===== src/rtl/core/sfmt_style_random_word_generator_macros.svh =====
// Assertion macros shared by the generator RTL.
// Each macro checks one implication on i_clk, disabled while i_rst_n is low.
`ifndef SFMT_STYLE_RANDOM_WORD_GENERATOR_MACROS_SVH
`define SFMT_STYLE_RANDOM_WORD_GENERATOR_MACROS_SVH

// Consequent must hold in the same cycle as the antecedent.
`define SFMT_ASSERT_SAME(label, ante, cons, msg) \
    label: assert property (@(posedge i_clk) disable iff (!i_rst_n) \
        (ante) |-> (cons)) else $error(msg);

// Consequent must hold in the cycle after the antecedent.
`define SFMT_ASSERT_NEXT(label, ante, cons, msg) \
    label: assert property (@(posedge i_clk) disable iff (!i_rst_n) \
        (ante) |=> (cons)) else $error(msg);

`endif


===== src/rtl/core/sfmt_pkg.sv =====
// Shared types, constants and the regeneration function of the generator.
// Used by every module in rtl/core; it depends on nothing else.
`default_nettype none

package sfmt_pkg;

    localparam int BLOCK_ENTRIES = 155;
    localparam int MEM_DEPTH     = BLOCK_ENTRIES + 1;
    localparam int ADDR_W        = $clog2(MEM_DEPTH);
    localparam int LANE_W        = 2;
    localparam int LANES_TOTAL   = MEM_DEPTH * 4;
    localparam int BLOCK_LANES   = BLOCK_ENTRIES * 4;
    localparam int POS_W         = 10;
    localparam int QUEUE_DEPTH   = 4;

    localparam logic [ADDR_W-1:0] ENTRY_LAST = ADDR_W'(BLOCK_ENTRIES - 1);
    localparam logic [ADDR_W-1:0] ACC_ENTRY  = ADDR_W'(BLOCK_ENTRIES);
    localparam logic [ADDR_W-1:0] REC_POS    = ADDR_W'(89);
    localparam logic [POS_W-1:0]  POS_END    = POS_W'(BLOCK_LANES);
    localparam logic [POS_W-1:0]  LANE_LAST  = POS_W'(LANES_TOTAL - 1);

    localparam int REC_SHIFT_C = 18;
    localparam int REC_SHIFT_B = 3;
    localparam logic [31:0]  SEED_MULT = 32'd1812433253;
    localparam logic [127:0] REC_MASK  =
        {32'hfefe7bef, 32'heffffbff, 32'hfffbffff, 32'h7f7fffff};

    typedef enum logic {
        CMD_SEED = 1'b0,
        CMD_NEXT = 1'b1
    } t_cmd;

    typedef struct packed {
        t_cmd        cmd;
        logic [31:0] seed;
    } t_req;

    typedef enum logic [2:0] {
        ST_IDLE,
        ST_SEED,
        ST_GEN_LOAD,
        ST_GEN_PRIME,
        ST_GEN_RUN,
        ST_GEN_ACC,
        ST_READ
    } t_back_state;

    function automatic logic [127:0] gen_word(input logic [127:0] a,
                                              input logic [127:0] b,
                                              input logic [127:0] c,
                                              input logic [127:0] d);
        logic [127:0] cs;
        logic [127:0] bs;
        logic [127:0] dsh;
        logic [127:0] ash;
        for (int k = 0; k < 4; k++) begin
            cs[k*32 +: 32] = c[k*32 +: 32] << REC_SHIFT_C;
            bs[k*32 +: 32] = b[k*32 +: 32] >> REC_SHIFT_B;
        end
        dsh = {d[127:96], d[95:64], d[31:0], d[63:32]};
        ash = a << 8;
        return cs ^ dsh ^ a ^ ash ^ (bs & REC_MASK);
    endfunction

endpackage

`default_nettype wire


===== src/rtl/core/sfmt_front.sv =====
// Input stage: registers one request from the slave stream and decodes its kind.
// Depends on sfmt_pkg for the request type; feeds sfmt_queue.
`default_nettype none

module sfmt_front (
    input  wire logic          i_clk,
    input  wire logic          i_rst_n,
    input  wire logic          s_axis_tvalid,
    output logic               s_axis_tready,
    input  wire logic [31:0]   s_axis_tdata,  // [31:0] seed_value
    input  wire logic [0:0]    s_axis_tuser,  // [0] cmd
    input  wire logic          i_q_full,
    output logic               o_push,
    output sfmt_pkg::t_req     o_req
);

    logic           r_valid;
    sfmt_pkg::t_req r_req;
    logic           load;

    assign o_push        = r_valid && !i_q_full;
    assign s_axis_tready = !r_valid || !i_q_full;
    assign load          = s_axis_tvalid && s_axis_tready;
    assign o_req         = r_req;

    always_ff @(posedge i_clk) begin
        if (!i_rst_n) begin
            r_valid <= 1'b0;
        end else if (load) begin
            r_valid <= 1'b1;
        end else if (o_push) begin
            r_valid <= 1'b0;
        end
    end

    always_ff @(posedge i_clk) begin
        if (load) begin
            r_req.cmd  <= s_axis_tuser[0] ? sfmt_pkg::CMD_NEXT : sfmt_pkg::CMD_SEED;
            r_req.seed <= s_axis_tdata;
        end
    end

endmodule

`default_nettype wire


===== config.mk =====
export PLATFORM = sky130hd
export DESIGN_NAME = sfmt_front
export DESIGN_NICKNAME = d
export VERILOG_FILES = /design/src/rtl/core/sfmt_style_random_word_generator_macros.svh /design/src/rtl/core/sfmt_pkg.sv /design/src/rtl/core/sfmt_front.sv
export SDC_FILE = /design/constraint.sdc
export NUM_CORES = 1
export LEC_CHECK = 0
export BUFFER_PORTS_ARGS = -buffer_cell sky130_fd_sc_hd__buf_2
export CELL_PAD_IN_SITES_DETAIL_PLACEMENT = 1
export CELL_PAD_IN_SITES_GLOBAL_PLACEMENT = 2
export CORE_MARGIN = 2
export CORE_UTILIZATION = 27
export DETAILED_ROUTE_END_ITERATION = 12
export GPL_TIMING_DRIVEN = 0
export PLACE_DENSITY_LB_ADDON = 0.1
export SLEW_MARGIN = 10
export SYNTH_ARGS = -nofsm -noshare
export SYNTH_HDL_FRONTEND = slang
export SYNTH_SLANG_ARGS = --single-unit

===== constraint.sdc =====
create_clock -name i_clk -period 4.6 [get_ports i_clk]
set_clock_uncertainty 0.15 [all_clocks]
set_input_delay 0.46 -clock i_clk [delete_from_list [all_inputs] [get_ports i_clk]]
set_output_delay 0.46 -clock i_clk [all_outputs]
set_load 0.03 [all_outputs]

# == Word-level counts from Yosys, hierarchy flattened ==
# Index checks and enable logic that the tools add are counted.
# op_classes
mux,3
reduce_logical,6
# ops
operator,count
two-way mux 1 bit,3
logical AND 1 bit,2
logical NOT 1 bit,2
nonzero test 2 bit,1
logical OR 1 bit,1
# totals
ff_bits,34
input_bits,37

# == Logic depth before layout (Yosys ltp) ==
# depth
word_depth,4
ltp_mapped,2
mapped_depth_nobuf,2

# == Worst setup path before layout ==
# Ideal clock, no wire load.
# synth_path
path_kind,input to register
startpoint,in i_q_full
endpoint,"reg r_req, in the netlist o_req[0], enable pin"
setup_time_ns,0.393
t_arrival_ns,1.575
path_slack_ns,2.482
cell_stages,2
path_buffers,0
cell_sequence,nand2_1 and2_1
# synth_between
elab_chain_len,3
# synth_lines
element,line_no,text
"start, declared",sfmt_front.sv:12,"input wire logic i_q_full,"
logical NOT 1 bit,sfmt_front.sv:22,assign s_axis_tready = !r_valid || !i_q_full;
logical OR 1 bit,sfmt_front.sv:22,
logical AND 1 bit,sfmt_front.sv:23,assign load = s_axis_tvalid && s_axis_tready;
via load,sfmt_front.sv:19,logic load;
"end, declared",sfmt_front.sv:18,sfmt_pkg::t_req r_req;
# The timed path passes the listed nets, and every way through them passes these cells.
# A chain may end at the register's enable or synchronous reset.

# == Worst setup path in the final report ==
# layout_path
startpoint,reg r_valid
endpoint,out o_push
# layout_between
elab_chain_len,1
# layout_lines
element,line_no,text
"start, declared",sfmt_front.sv:17,logic r_valid;
"start signal, assigned",sfmt_front.sv:28,r_valid <= 1'b0;
"start signal, assigned",sfmt_front.sv:30,r_valid <= 1'b1;
"start signal, assigned",sfmt_front.sv:32,r_valid <= 1'b0;
logical AND 1 bit,sfmt_front.sv:21,assign o_push = r_valid && !i_q_full;
"end, declared",sfmt_front.sv:13,"output logic o_push,"
# No other way between the ends.

==> metrics.md <==
| Metric | Value |
|---|---|
| Pwr dens | `417 mW/mm²` |
| Total CTS buffers | `5` |
| Synth warn | `0` |
| WP buf/inv | `1` |
| Critical Path AT | `0.95 ns` |
| Post-CTS setup buffers | `0` |
| Clock slew at reported path FFs | `0.07 ns` |
| Seq/Total Area, Yosys | `97.1%` |
| Crit path max fanout | `3` |
| Residual DRC | `0` |
| Routability Congestion | `0.714` |
| CP cell instances | `and2b_2 > buf_2` |
| Die W | `66.1 µm` |
| PortBufs | `71` |
| Post-CTS Resized | `0` |
| Tcrit/Tclk final | `33.9%` |
| Initial Util | `28.2%` |
| Power Total | `641 µW` |
| Clock latency on the worst-skew pair | `0.28 ns` |
| Routed len/inst | `11.7 µm` |
| Cell area after layout | `0.00154 mm²` |
| CP Launch Type | `flip-flop` |
| ANT nets after route | `0` |
| Final Hold Vio Count | `0` |
| Min cycle time layout | `1.56 ns` |
| H-Tree Depth | `2` |
| Slew @ Worst Pin | `0.729 ns` |
| Cts-stage hold buffer count | `0` |
| RSZ-0062 raised after global routing | `no` |
| Rows | `22` |
| First-pass GRT wire length | `2750 µm` |
| Share of cells above drive strength 1 | `66.9%` |
| #FFs+latches synth | `34` |
| Slowest stage delay, CP | `0.32 ns` |
| Clock buffer depth | `2` |
| Number of vias per cell | `3.86` |
| Static leakage | `0.663 nW` |
| Max IR drop VDD | `0.186 mV` |
| Hold WS | `0.204 ns` |
| Syn nets | `76` |
| # setup viols final | `0` |
| Synthesized cell area | `0.00104 mm²` |
| Pre-CTS setup slack | `2.77 ns` |
| Vias | `641` |
| Die Y | `66.1 µm` |
| Post-synth cell types | `7` |
| Fmax | `640 MHz` |
| Tot GR Track Use | `8.95%` |
| Worst EP required | `3.99 ns` |
| Gate Count Post-Synth | `39` |
| I/O Pins | `72` |
| Iter 0 DRT Violations | `12` |
| Slowest-stage cell, CP | `dfxtp_1` |
| Max Cap Viol | `0` |
| GRT Residual Overflow | `0` |
| Core footprint | `0.00369 mm²` |
| Vias in the first global route | `589` |
| Setup TNS | `0 ns` |
| Initial antenna violation count | `0` |
| Pre-antenna DRT Iters | `2` |
| CTS tree | `done` |
| CP endpoint kind | `primary output` |
| Post-route worst setup slack | `3.04 ns` |
| Top delay family on crit path | `flip-flops` |
| Outcome | `complete, no violations` |
| Worst slew margin | `51.4%` |
| Syn_area_per_cell | `26.7 µm²` |
| Fin. max-slew vios | `0` |
| HP Class | `input pin to flip-flop` |
| Largest net degree at the start of global routing | `34` |
| DP Area | `0.00146 mm²` |
| Clock sink count | `34` |
| Die ar. | `0.00437 mm²` |
| Root cell of the clock tree | `clkbuf_8` |
| ANT cells | `0` |
| Critical path class | `flip-flop to primary output` |
| Nets@finish | `154` |
| Syn-to-layout area delta | `47.8%` |
| Post-Route WL | `1940 µm` |
## final cells by class
| cell class | count | area, µm² |
|---|---|---|
| Tap cell | 48 | 60.1 |
| Fill cell | 416 | 2150 |
| Clock inverter | 2 | 8.76 |
| Timing Repair Buffer | 71 | 355 |
| Clock buffer | 6 | 72.6 |
| Sequential cell | 34 | 1010 |
| Multi-Input combinational cell | 5 | 31.3 |
## path summary, 6_finish.rpt
kind                         from         to  slack, ns  cells after the start
hold / removal    s_axis_tdata[3]   o_req[3]       0.20                      1
setup reg to reg          r_valid  o_req[29]       3.05                      2
setup / recovery          r_valid     o_push       3.04                      2
hold reg to reg           r_valid    r_valid       0.40                      2
## per-layer routing
metal / vias up / wire (µm) / share of wire, % / track usage [%]
li1: 306 / - / - / -
met1: 289 / 655 / 34 / 8.68
met2: 44 / 1020 / 53 / 15.6
met3: 2 / 248 / 13 / 5.28
met4: 0 / 12 / 0.62 / 3.06
met5: - / 0 / 0 / 0
## cell usage after synthesis
| master | count | area [µm²] |
|---|---|---|
| a21oi_1 | 1 | 5.00 |
| nor2b_1 | 1 | 6.26 |
| and2b_2 | 1 | 8.76 |
| nand2_1 | 1 | 3.75 |
| dfxtp_1 | 1 | 20.0 |
| and2_1 | 1 | 6.26 |
| edfxtp_1 | 33 | 991 |
## through the flow
stage               util (%)  instances
floorplan                  -         39
global placement        39.5        158
detailed placement      39.5        158
CTS                     41.7        166
global route            41.7        166
finish                  41.7        166
## sequential cells by signal, indices dropped and copies added (netlist names)
| signal | flops |
|---|---|
| o_req | 33 |
| r_valid | 1 |
## power by group
group	switching, mW	leakage [nW]	internal (mW)	total [mW]
registers	0.00400	0.328	0.361	0.366
clock network	0.0963	0.0426	0.104	0.200
logic	0.0526	0.293	0.0232	0.0757
total	0.153	0.663	0.488	0.641
## layout by cell type, fill, tap and decap left out
master / instances
a21oi_1: 1
buf_2: 71
clkinv_2: 1
and2b_2: 1
nor2b_1: 1
edfxtp_1: 33
clkbuf_1: 1
clkbuf_8: 5
nand2_1: 1
clkinv_1: 1
dfxtp_1: 1
and2_2: 1
## cells by family after synthesis
family           after synthesis  synth area share [%]
flip-flops                    34                  97.1
AND/OR/NAND/NOR                4                  2.40
AO/OA/AOI/OAI                  1                 0.480
(Power assumes the default switching activity.)
