--- src/rtl/core/sfmt_style_random_word_generator_macros.svh ---
// Assertion macros shared by the generator RTL.
// Each macro checks one implication on i_clk, disabled while i_rst_n is low.
`ifndef SFMT_STYLE_RANDOM_WORD_GENERATOR_MACROS_SVH
`define SFMT_STYLE_RANDOM_WORD_GENERATOR_MACROS_SVH

// Consequent must hold in the same cycle as the antecedent.
`define SFMT_ASSERT_SAME(label, ante, cons, msg) \
    label: assert property (@(posedge i_clk) disable iff (!i_rst_n) \
        (ante) |-> (cons)) else $error(msg);

// Consequent must hold in the cycle after the antecedent.
`define SFMT_ASSERT_NEXT(label, ante, cons, msg) \
    label: assert property (@(posedge i_clk) disable iff (!i_rst_n) \
        (ante) |=> (cons)) else $error(msg);

`endif

--- src/rtl/core/sfmt_pkg.sv ---
// Shared types, constants and the regeneration function of the generator.
// Used by every module in rtl/core; it depends on nothing else.
`default_nettype none

package sfmt_pkg;

    localparam int BLOCK_ENTRIES = 155;
    localparam int MEM_DEPTH     = BLOCK_ENTRIES + 1;
    localparam int ADDR_W        = $clog2(MEM_DEPTH);
    localparam int LANE_W        = 2;
    localparam int LANES_TOTAL   = MEM_DEPTH * 4;
    localparam int BLOCK_LANES   = BLOCK_ENTRIES * 4;
    localparam int POS_W         = 10;
    localparam int QUEUE_DEPTH   = 4;

    localparam logic [ADDR_W-1:0] ENTRY_LAST = ADDR_W'(BLOCK_ENTRIES - 1);
    localparam logic [ADDR_W-1:0] ACC_ENTRY  = ADDR_W'(BLOCK_ENTRIES);
    localparam logic [ADDR_W-1:0] REC_POS    = ADDR_W'(89);
    localparam logic [POS_W-1:0]  POS_END    = POS_W'(BLOCK_LANES);
    localparam logic [POS_W-1:0]  LANE_LAST  = POS_W'(LANES_TOTAL - 1);

    localparam int REC_SHIFT_C = 18;
    localparam int REC_SHIFT_B = 3;
    localparam logic [31:0]  SEED_MULT = 32'd1812433253;
    localparam logic [127:0] REC_MASK  =
        {32'hfefe7bef, 32'heffffbff, 32'hfffbffff, 32'h7f7fffff};

    typedef enum logic {
        CMD_SEED = 1'b0,
        CMD_NEXT = 1'b1
    } t_cmd;

    typedef struct packed {
        t_cmd        cmd;
        logic [31:0] seed;
    } t_req;

    typedef enum logic [2:0] {
        ST_IDLE,
        ST_SEED,
        ST_GEN_LOAD,
        ST_GEN_PRIME,
        ST_GEN_RUN,
        ST_GEN_ACC,
        ST_READ
    } t_back_state;

    function automatic logic [127:0] gen_word(input logic [127:0] a,
                                              input logic [127:0] b,
                                              input logic [127:0] c,
                                              input logic [127:0] d);
        logic [127:0] cs;
        logic [127:0] bs;
        logic [127:0] dsh;
        logic [127:0] ash;
        for (int k = 0; k < 4; k++) begin
            cs[k*32 +: 32] = c[k*32 +: 32] << REC_SHIFT_C;
            bs[k*32 +: 32] = b[k*32 +: 32] >> REC_SHIFT_B;
        end
        dsh = {d[127:96], d[95:64], d[31:0], d[63:32]};
        ash = a << 8;
        return cs ^ dsh ^ a ^ ash ^ (bs & REC_MASK);
    endfunction

endpackage

`default_nettype wire

--- src/rtl/core/sfmt_queue.sv ---
// Short request queue between the input stage and the generator engine.
// Depends on sfmt_pkg for the request type.
`default_nettype none

module sfmt_queue #(
    parameter int DEPTH = sfmt_pkg::QUEUE_DEPTH
) (
    input  wire logic            i_clk,
    input  wire logic            i_rst_n,
    input  wire logic            i_push,
    input  wire sfmt_pkg::t_req  i_req,
    input  wire logic            i_pop,
    output sfmt_pkg::t_req       o_head,
    output logic                 o_empty,
    output logic                 o_full
);

    localparam int PTR_W = $clog2(DEPTH);
    localparam int CNT_W = $clog2(DEPTH + 1);
    localparam logic [PTR_W-1:0] PTR_LAST = PTR_W'(DEPTH - 1);
    localparam logic [CNT_W-1:0] CNT_FULL = CNT_W'(DEPTH);

    sfmt_pkg::t_req   r_slot [DEPTH];
    logic [PTR_W-1:0] r_wptr;
    logic [PTR_W-1:0] r_rptr;
    logic [CNT_W-1:0] r_count;
    logic             do_push;
    logic             do_pop;

    assign o_empty = (r_count == '0);
    assign o_full  = (r_count == CNT_FULL);
    assign o_head  = r_slot[r_rptr];
    assign do_push = i_push && !o_full;
    assign do_pop  = i_pop && !o_empty;

    always_ff @(posedge i_clk) begin
        if (!i_rst_n) begin
            r_wptr  <= '0;
            r_rptr  <= '0;
            r_count <= '0;
        end else begin
            if (do_push) begin
                r_wptr <= (r_wptr == PTR_LAST) ? '0 : r_wptr + PTR_W'(1);
            end
            if (do_pop) begin
                r_rptr <= (r_rptr == PTR_LAST) ? '0 : r_rptr + PTR_W'(1);
            end
            if (do_push && !do_pop) begin
                r_count <= r_count + CNT_W'(1);
            end else if (do_pop && !do_push) begin
                r_count <= r_count - CNT_W'(1);
            end
        end
    end

    always_ff @(posedge i_clk) begin
        if (do_push) begin
            r_slot[r_wptr] <= i_req;
        end
    end

endmodule

`default_nettype wire

--- config.mk ---
export PLATFORM = sky130hd
export DESIGN_NAME = sfmt_queue
export DESIGN_NICKNAME = d
export VERILOG_FILES = /design/src/rtl/core/sfmt_style_random_word_generator_macros.svh /design/src/rtl/core/sfmt_pkg.sv /design/src/rtl/core/sfmt_queue.sv
export SDC_FILE = /design/constraint.sdc
export NUM_CORES = 1
export LEC_CHECK = 0
export BUFFER_PORTS_ARGS = -buffer_cell sky130_fd_sc_hd__buf_2
export CAP_MARGIN = 5
export CORE_MARGIN = 1.5
export CORE_UTILIZATION = 57
export CTS_CLUSTER_DIAMETER = 120
export CTS_CLUSTER_SIZE = 8
export DETAILED_ROUTE_END_ITERATION = 16
export PLACE_DENSITY = 0.77
export RECOVER_POWER = 50
export SETUP_SLACK_MARGIN = 0.05
export SLEW_MARGIN = 20
export SYNTH_ARGS = -nofsm -noshare
export SYNTH_HDL_FRONTEND = slang
export SYNTH_SLANG_ARGS = --single-unit
export TNS_END_PERCENT = 20
--- constraint.sdc ---
create_clock -name i_clk -period 2.7 [get_ports i_clk]
set_input_delay 0.135 -clock i_clk [delete_from_list [all_inputs] [get_ports i_clk]]
set_output_delay 0.135 -clock i_clk [all_outputs]
set_load 0.02 [all_outputs]
After elaboration in Yosys (flattened, before gate mapping)
Memories as Yosys holds them, arrays and structs flattened. A register that Yosys moved wholly into a read port is not among the register bits.
Cells that the tools add are included.
{ "totals": {"reg_bits": 7, "ram_bits": 132, "in_bits": 37, "out_inout_bits": 35, "elab_cells": 29, "memories": 1} }
{ "memory_table": {"columns": ["name", "depth", "word_bits", "rd", "rd_ports_with_merged_regs", "wr", "line", "rtl"], "rows": [
  ["r_slot", 4, 33, 1, 1, 1, "sfmt_queue.sv:23", "sfmt_pkg::t_req r_slot [DEPTH];"]
]} }
{ "op_classes": {"add_sub_neg": 4, "eq_ne": 3, "muxes": 8, "reduce_logical": 10} }
{ "op_table": {"columns": ["op", "count"], "rows": [
  ["2-bit 2-to-1 mux", 4],
  ["3-bit 2-to-1 mux", 2],
  ["2-bit by 1-bit adder with 2-bit output (second input constant)", 2],
  ["2-bit == test (second input constant)", 2],
  ["1-bit logical AND", 4],
  ["1-bit zero test", 4],
  ["3-bit by 1-bit adder with 3-bit output (second input constant)", 1],
  ["3-bit == test (second input constant)", 1],
  ["3-bit zero test", 1],
  ["3-bit by 1-bit subtractor with 3-bit output (second input constant)", 1],
  ["1-bit 2-to-1 mux", 2],
  ["2-bit nonzero test", 1]
]} }

Longest topological paths before layout
{ "depth": {"depth_word": 7, "ltp_mapped": 9, "ltp_nobuf": 8} }

Least setup slack after synthesis
OpenSTA, ideal clock, no wires.
{ "synth_path": {"path_type": "flip-flop to flip-flop", "startpoint": "register r_count[0]", "endpoint": "register r_count[2]", "setup_time_ns": 0.076, "arrival_ns": 2.036, "t_required_ns": 2.624, "slack_ns": 0.588, "path_stages_with_launch": 8, "path_buffers": 0, "synth_period_minus_slack_ns": 2.112, "cell_sequence": "dfxtp_1 > o31ai_1 > ha_1 > inv_1 > fa_1 > xor2_1 > or3_1 > a21boi_0"} }
{ "synth_between": {"elab_chain_cells": 6, "word_cells_on_any_way": 15, "classes_between": "2 x add/sub; 1 x eq/ne; 2 x mux; 10 x reduce/logical"} }
{ "synth_rtl": {"columns": ["element", "line", "rtl"], "rows": [
  ["start, declared", "sfmt_queue.sv:26", "logic [CNT_W-1:0] r_count;"],
  ["start signal, assigned", "sfmt_queue.sv:49", "r_count <= r_count + CNT_W'(1);"],
  ["start signal, assigned", "sfmt_queue.sv:51", "r_count <= r_count - CNT_W'(1);"],
  ["branches (longest 6 deep; another with 3-bit by 1-bit subtractor with 3-bit output)", null, null]
]} }
Several ways; the timed one is not identified. The select of a mux whose other input is x is not followed.
A chain may end at the register's enable or synchronous reset.

Worst setup path in the final report
Ends and elaborated chain as after synthesis.

==> impl_metrics.json <==
{
  "maxSlewHeadroom_pct": 32.1,
  "rsz0062_at_grt": "no",
  "netlist_top_cells_area": "edfxtp_1 75%, mux4_2 13%, dfxtp_1 3.4%",
  "criticalPathCategory": "reg2reg",
  "r2r_slack_ns": 0.27,
  "ys_types": 25,
  "cts_tree": "done",
  "first_pass_iters": 4,
  "muxShareOfSynthArea_pct": 14.8,
  "finalInstanceArea_mm2": 0.00663,
  "synth_area_leader_cell": "edfxtp_1",
  "vias": 2583,
  "synthAdderAreaFrac_pct": 1.80,
  "reg2reg_from": "r_count[0]",
  "synth_top_family_by_area": "multiplexers",
  "finalWorstPathRequiredPeriod_ns": 2.43,
  "whs_ns": 0.0470,
  "grt_pass1_vias": 2805,
  "clk_pin_slew_ns": 0.06,
  "grt_max_degree": 28,
  "period_share_pct": 89.9,
  "insertion_delay_ns": 0.50,
  "root_buffer": "clkbuf_8",
  "drc": 0,
  "nNetsFinal": 390,
  "synth_xor_xnor_area_share_pct": 0.331,
  "die-area_mm2": 0.00987,
  "antenna_found_initial": 0,
  "cts.sinks": 141,
  "die_y_um": 99.3,
  "dp_hpwl_um": 5320,
  "cts_max_level": 4,
  "dpl-instance-area_mm2": 0.00579,
  "startpoint_type": "flip-flop",
  "cts_made_buffers": 17,
  "grt_pass1_wl_um": 14600,
  "grt_use_total_pct": 20.6,
  "seq_area_frac_synth_pct": 78.4,
  "maxSlewViolCount": 0,
  "crit_fanout": 7,
  "cts_buffer_depth": 2,
  "synth_cells": 224,
  "dr.first_iter.drc_count": 117,
  "yosys_register_bits": 141,
  "yosys.area_share.simple_pct": 2.03,
  "worstSetupEndpoint": "r_count[2]",
  "ios": 72,
  "cts_resized": 0,
  "diodes": 0,
  "port_buffers": 71,
  "grt_overflow": 0,
  "netlist_area_mm2": 0.00529,
  "fmax_mhz": 412,
  "hold_path.class": "in2reg",
  "required_ns": 3.11,
  "synth_top_area_share_pct": 74.9,
  "viasPerCell": 5.53,
  "rr_worst_depth": 9,
  "num_rows": 34,
  "setup_viol": 0,
  "gp_congestion": 0.706,
  "peakVddDrop_mv": 0.530,
  "start_util_pct": 59.8,
  "wl_um": 9140,
  "yosys_warnings": 0,
  "skew_ns": 0.00706,
  "p_leak_uw": 0.00224,
  "worst_slew_pin_slew_ns": 1.02,
  "fin_tns_setup_ns": 0,
  "p_per_area_mw_per_mm2": 971,
  "ant_nets": 0,
  "area_growth_pct": 25.4,
  "drive_gt1_share_pct": 29.5,
  "end_kind": "flip-flop",
  "status": "complete, no violations",
  "coreArea_mm2": 0.00885,
  "die_w_um": 99.3,
  "syn_avg_cell_area_um2": 23.6,
  "hold_viol": 0,
  "avgRoutedWirePerCell_um": 19.6,
  "postCtsSetupRepairBufs": 0,
  "r2r-end": "r_count[2]",
  "critPathLaunch": "r_count[0]",
  "drv_cap": 0,
  "synth_compound_area_share_pct": 0.568,
  "syn_nets": 268,
  "worstPathArrival_ns": 2.84
}
-- state kept, by name, summed over array words and instances (netlist names), named ones only --
name,cells
r_count,3
r_rptr,2
r_slot,132
r_wptr,2
-- layout make-up --
cell class | instances | area, um^2
well taps | 108 | 135
fillers | 521 | 2220
multi-input cells | 70 | 1030
repair buffers | 113 | 746
inverters | 3 | 11.3
flip-flops and latches | 141 | 4150
clock inverters | 14 | 144
clock buffers | 18 | 418
-- cells in the final DEF (no fill, tap or decap), drive strengths merged, types with 3 or more instances in the layout --
cell type / count
mux2i: 3
edfxtp: 132
ha: 6
o21ai: 3
buf: 43
and2: 5
clkbuf: 54
clkinvlp: 4
inv: 6
clkinv: 5
nand2: 6
dfxtp: 9
dlygate4sd3: 34
mux4: 33
-- how the worst min path moves through the flow --
stage                    from             to  slack [ns]  cells after the start
finish                  i_pop      flip-flop        0.05                      3
global route            i_pop      flip-flop        0.07                      3
CTS                     i_pop      flip-flop        0.03                      3
detailed placement   i_req[3]   r_slot[3][3]        0.35                      1
global placement    i_req[15]  r_slot[2][15]        0.35                      1
floorplan            i_req[0]   r_slot[0][0]        0.23                      0
-- per-stage QoR --
step	utilization, %	std cells	setup WS [ns]	power (uW)
floorplan	-	224	0.588	3900
global placement	65.4	401	0.495	4280
detailed placement	65.4	401	0.270	4320
CTS	75.6	467	0.262	6530
global route	74.9	467	0.0526	6720
finish	74.9	467	0.272	6440
-- routing by layer --
layer  vias up  part of all wire, %  GRT usage (%)
met4         0                  1.5           7.58
met5         -                    0              0
met2        74                   54           35.4
li1       1178                    -              -
met3        13                  4.3           6.04
met1      1318                   40           25.2
-- power by group --
group	switching [uW]	total (uW)	internal, uW
Sequential	123	2790	2670
Combinational	816	1490	671
Clock	850	2160	1310
Total	1790	6440	4650
-- critical path, stage by stage (launching register included) --
cell	delay, ns
dfxtp_1	0.44
nor3b_1	0.10
nor2b_1	0.13
clkbuf_1	0.27
ha_1	0.25
inv_1	0.07
fa_1	0.37
xor2_1	0.18
or3_1	0.31
a21boi_0	0.23
-- cells in the mapped netlist, drive strengths merged --
master	number
nand3	2
clkbuf	2
mux4	33
edfxtp	132
ha	6
and2	5
o31ai	1
or3	1
xnor2	1
xor2	1
buf	8
nor3b	1
a21boi	1
o21ai	3
nor3	1
fa	1
dfxtp	9
nor2b	2
inv	3
mux2i	3
nor2	2
nand2	6
-- kinds of logic (layout without fill, tap and decap cells) --
family	Yosys count	count (layout)
AOI/OAI and AO/OA	5	5
adders and majority gates	7	7
muxes	36	36
buffers and inverters	13	148
and+or+nand+nor	20	20
DFF	141	141
xor gates and xnor gates	2	2
-- what timing repair did --
| item | 4_1_cts | 5_1_grt |
|---|---|---|
| hold endpoints to repair | 140 | 0 |
| setup endpoints to repair | 0 | 0 |
| hold buffers | 34 | 0 |
Note: power is estimated with default switching activity, not from simulation.
